**src/rtl/pdm_ram.sv**
```systemverilog
// Generic single-port-write, single-read RAM with registered read data.
// No dependencies.
module pdm_ram #(
    parameter int Width = 8,
    parameter int Depth = 64
) (
    input  logic                     i_clk,
    input  logic                     i_we,
    input  logic [$clog2(Depth)-1:0] i_waddr,
    input  logic [Width-1:0]         i_wdata,
    input  logic [$clog2(Depth)-1:0] i_raddr,
    output logic [Width-1:0]         o_rdata
);
    logic [Width-1:0] r_mem [Depth];

    always_ff @(posedge i_clk) begin
        if (i_we) begin
            r_mem[i_waddr] <= i_wdata;
        end
        o_rdata <= r_mem[i_raddr];
    end
endmodule

```
**config.mk**
```make
export PLATFORM = sky130hd
export DESIGN_NAME = pdm_ram
export DESIGN_NICKNAME = d
export VERILOG_FILES = /design/src/rtl/pdm_ram.sv
export SDC_FILE = /design/constraint.sdc
export NUM_CORES = 1
export LEC_CHECK = 0
export BUFFER_PORTS_ARGS = -buffer_cell sky130_fd_sc_hd__buf_2
export CAP_MARGIN = 5
export CORE_MARGIN = 4
export CORE_UTILIZATION = 31
export CTS_BUF_LIST = sky130_fd_sc_hd__clkbuf_8
export CTS_CLUSTER_DIAMETER = 30
export DETAILED_ROUTE_END_ITERATION = 7
export GPL_TIMING_DRIVEN = 0
export SYNTH_ARGS = -nofsm -noshare
export SYNTH_HDL_FRONTEND = slang
export SYNTH_SLANG_ARGS = --single-unit
export TNS_END_PERCENT = 30
```
**constraint.sdc**
```tcl
create_clock -name i_clk -period 4.4 [get_ports i_clk]
set_input_delay 0 -clock i_clk [delete_from_list [all_inputs] [get_ports i_clk]]
set_output_delay 0 -clock i_clk [all_outputs]
set_load 0.005 [all_outputs]
```
==> run_results.csv <==
group,metric,value,unit
floorplanning,fp.dieW,263,um
pwr,clkPwrFrac,46.3,%
timing,setup_viol,0,
grt,grt_pass1_vias,10600,
timing,rsz0062_at_grt,"false",
layout,fin_nets,1100,
worst_setup_path,path_class,"primary input to register",
grt,grt_pass1_wl,73100,um
worst_setup_path,path_delay_family,"buffers and inverters",
worst_setup_path,crit_arrival,2910,ps
synthesis,synth_nets,962,
synthesis,async_flop_share,0,%
worst_setup_path,cp.required,4900,ps
grt,antenna_found_initial,5,
timing,hold_viol,0,
pwr,switching_share,22.1,%
timing,slew_headroom,11.6,%
cts,clkLatencyLatePin,690,ps
grt,grt_use_total,14.5,%
floorplanning,dieArea,69200,um2
layout,mostFrequentLayoutCells,"512 x edfxtp_1, 126 x mux4_2, 106 x clkbuf_8",
placement,place_hpwl,31400,um
grt,grt-ovfl-total,0,
grt,grt_max_degree,65,
synthesis,netlist_area,20200,um2
pwr,powerDensity,475,nW/um2
synthesis,synth.distinct_cells,40,
pwr,p_int,8.78,mW
pwr,max-vdd-ir-drop,0.217,mV
synthesis,syn_inst,940,
floorplanning,core_area,64500,um2
floorplanning,ios,30,
route,num_vias,10300,
cts,clkTransAtPathRegs,60,ps
cts,ctsResizeCount,0,
floorplanning,fp.dieH,263,um
cts,cts.path.max_buffers,3,
pwr,pwr-share-comb,5.0,%
cts,cts-root-buf,"clkbuf_8",
route,drtAntennaViolNets,0,
timing,timing.final.crit_period,2420,ps
hold_path,hp-class,"primary input to register",
cts,cts_buffers,102,
timing,worst_pin_slew,1330,ps
cts,cts_htree_levels,3,
route,wire_per_inst,25.2,um
worst_setup_path,worst-path-buf-inv,3,
layout,layout_commonest_cell,"edfxtp_1",
synthesis,synth_edf_count,512,
route,via_per_inst,5.08,
pwr,power,11.3,mW
worst_setup_path,critPathMaxStageDelay,970,ps
pwr,pwr-share-seq,48.8,%
synthesis,synthFlopType,"edfxtp_1",
worst_setup_path,cp_cell_sequence,"buf_4 > buf_2 > buf_1 > nand2_1 > a211oi_1 > nor4_1 > nor3_1 > o32ai_1",
layout,nFillCells,5960,
route,route.detailed.drc,0,
timing,skew,17.8,ps
route,drt-initial-drc-count,1344,
timing,drv_slew,0,
timing,fmax,0.414,GHz
layout,drive_above_1_share,30.2,%
worst_setup_path,crit_slowest_cell,"buf_1",
cts,cts_tree,"yes",
route,drt-total-wl,50900,um
cts,clock_sinks,520,
synthesis,avgSynthCellArea,21.5,um2
synthesis,ys_ff_latch,520,
placement,io_buffers,21,
timing,tns,0,ps
layout,syn2layout_area_growth,17.6,%
status,status,"complete, no violations",
floorplanning,num_rows,93,
pwr,leakage,7.46,nW
timing,fin_crit_sh,54.9,%
synthesis,yosys_warnings,0,
worst_setup_path,endpoint_kind,"register",
worst_setup_path,critPathLaunchType,"primary input",
floorplanning,start_util,31.3,%
job,drv_cap,0,
pwr,power_switching,2.49,mW
route,first_pass_iters,7,
synthesis,ys_seq_area_share,77.0,%
placement,gp_congestion,0.877,
worst_setup_path,crit_fanout,10,
[synth_stat cells, drive strengths merged, types with 7 or more instances]
| master | n | area, um2 |
|---|---|---|
| o22ai | 8 | 50.1 |
| nor3 | 7 | 35.0 |
| dfxtp | 8 | 160 |
| edfxtp | 512 | 15400 |
| buf | 34 | 253 |
| nor2b | 14 | 87.6 |
| mux4 | 126 | 2840 |
| nand2b | 7 | 43.8 |
| nor2 | 83 | 312 |
| nand3 | 13 | 65.1 |
| o221ai | 8 | 70.1 |
| mux2i | 23 | 230 |
| mux2 | 13 | 146 |
| clkbuf | 17 | 63.8 |
| nand2 | 19 | 71.3 |
[power groups by stage]
stage	sequential, mW	combinational, mW	clock, mW
after floorplan	5.60	0.292	0
after global placement	5.60	0.540	0
after detailed placement	5.60	0.550	0
after CTS	5.50	0.556	5.30
after global routing	5.50	0.592	5.56
final	5.50	0.560	5.22
[final timing paths]
kind	from	end	slack [ps]	cells past startpoint
max reg2reg	r_mem[2][3]	o_rdata[3]	2090	4
min reg2reg	r_mem[23][2]	o_rdata[2]	1000	4
max	i_raddr[1]	o_rdata[4]	1980	8
min	i_waddr[4]	r_mem[49][5]	110	3
[kinds of logic (layout without fill, tap and decap cells)]
family	count (synthesis)	after routing	synth area share, %
flops	520	520	77.0
mux	162	162	15.9
simple gates	153	153	3.39
compound gates	54	54	2.07
buf+inv	51	274	1.57
other cells	0	3	0
[layer usage]
layer | part of all wire (%) | up-vias | wire, um | track usage [%]
met4 | 2.5 | 4 | 1290 | 5.25
met2 | 47 | 459 | 23800 | 22.4
met3 | 9.0 | 78 | 4580 | 4.00
met5 | 0.029 | - | 15 | 0
li1 | - | 4246 | - | -
met1 | 42 | 5474 | 21200 | 19.7
[cell type report]
type	count	area [um2]	share of cell area, %
clock buffer	106	1460	6.15
timing repair buffer	34	245	1.03
multi-input combinational	369	4320	18.2
sequential	520	15500	65.5
buffer	51	317	1.33
clock inverter	83	777	3.27
tap	855	1070	4.51
antenna	3	7.51	0.0316
[worst reg2reg max path, delay by kind of cell (launching register included)]
family          cells  cell delay (ps)
simple gates        1              170
mux                 1              480
flops               1              370
compound gates      2             1090
[flip-flops by register name (all words and copies together) (netlist names)]
register	cells
r_mem	512
o_rdata	8
[repair_timing]
action	4_1_cts	5_1_grt
hold buffers	7	2
endpoints found under the hold margin	38	42
setup endpoints to repair	0	0
buffers inserted	0	0
[stage by stage]
step	instance area (um2)	worst slack (ps)	utilization, %	hold slack [ps]	std cells
2_1_floorplan	20200	2710	-	98.9	940
3_3_place_gp	21300	1440	33.1	393	1816
3_5_place_dp	21300	1410	33.1	382	1816
4_1_cts	23600	2130	36.7	70.5	2012
5_1_grt	23700	1900	36.8	123	2019
6_report	23700	1980	36.8	109	2021
Note: power is estimated with default switching activity, not from simulation.
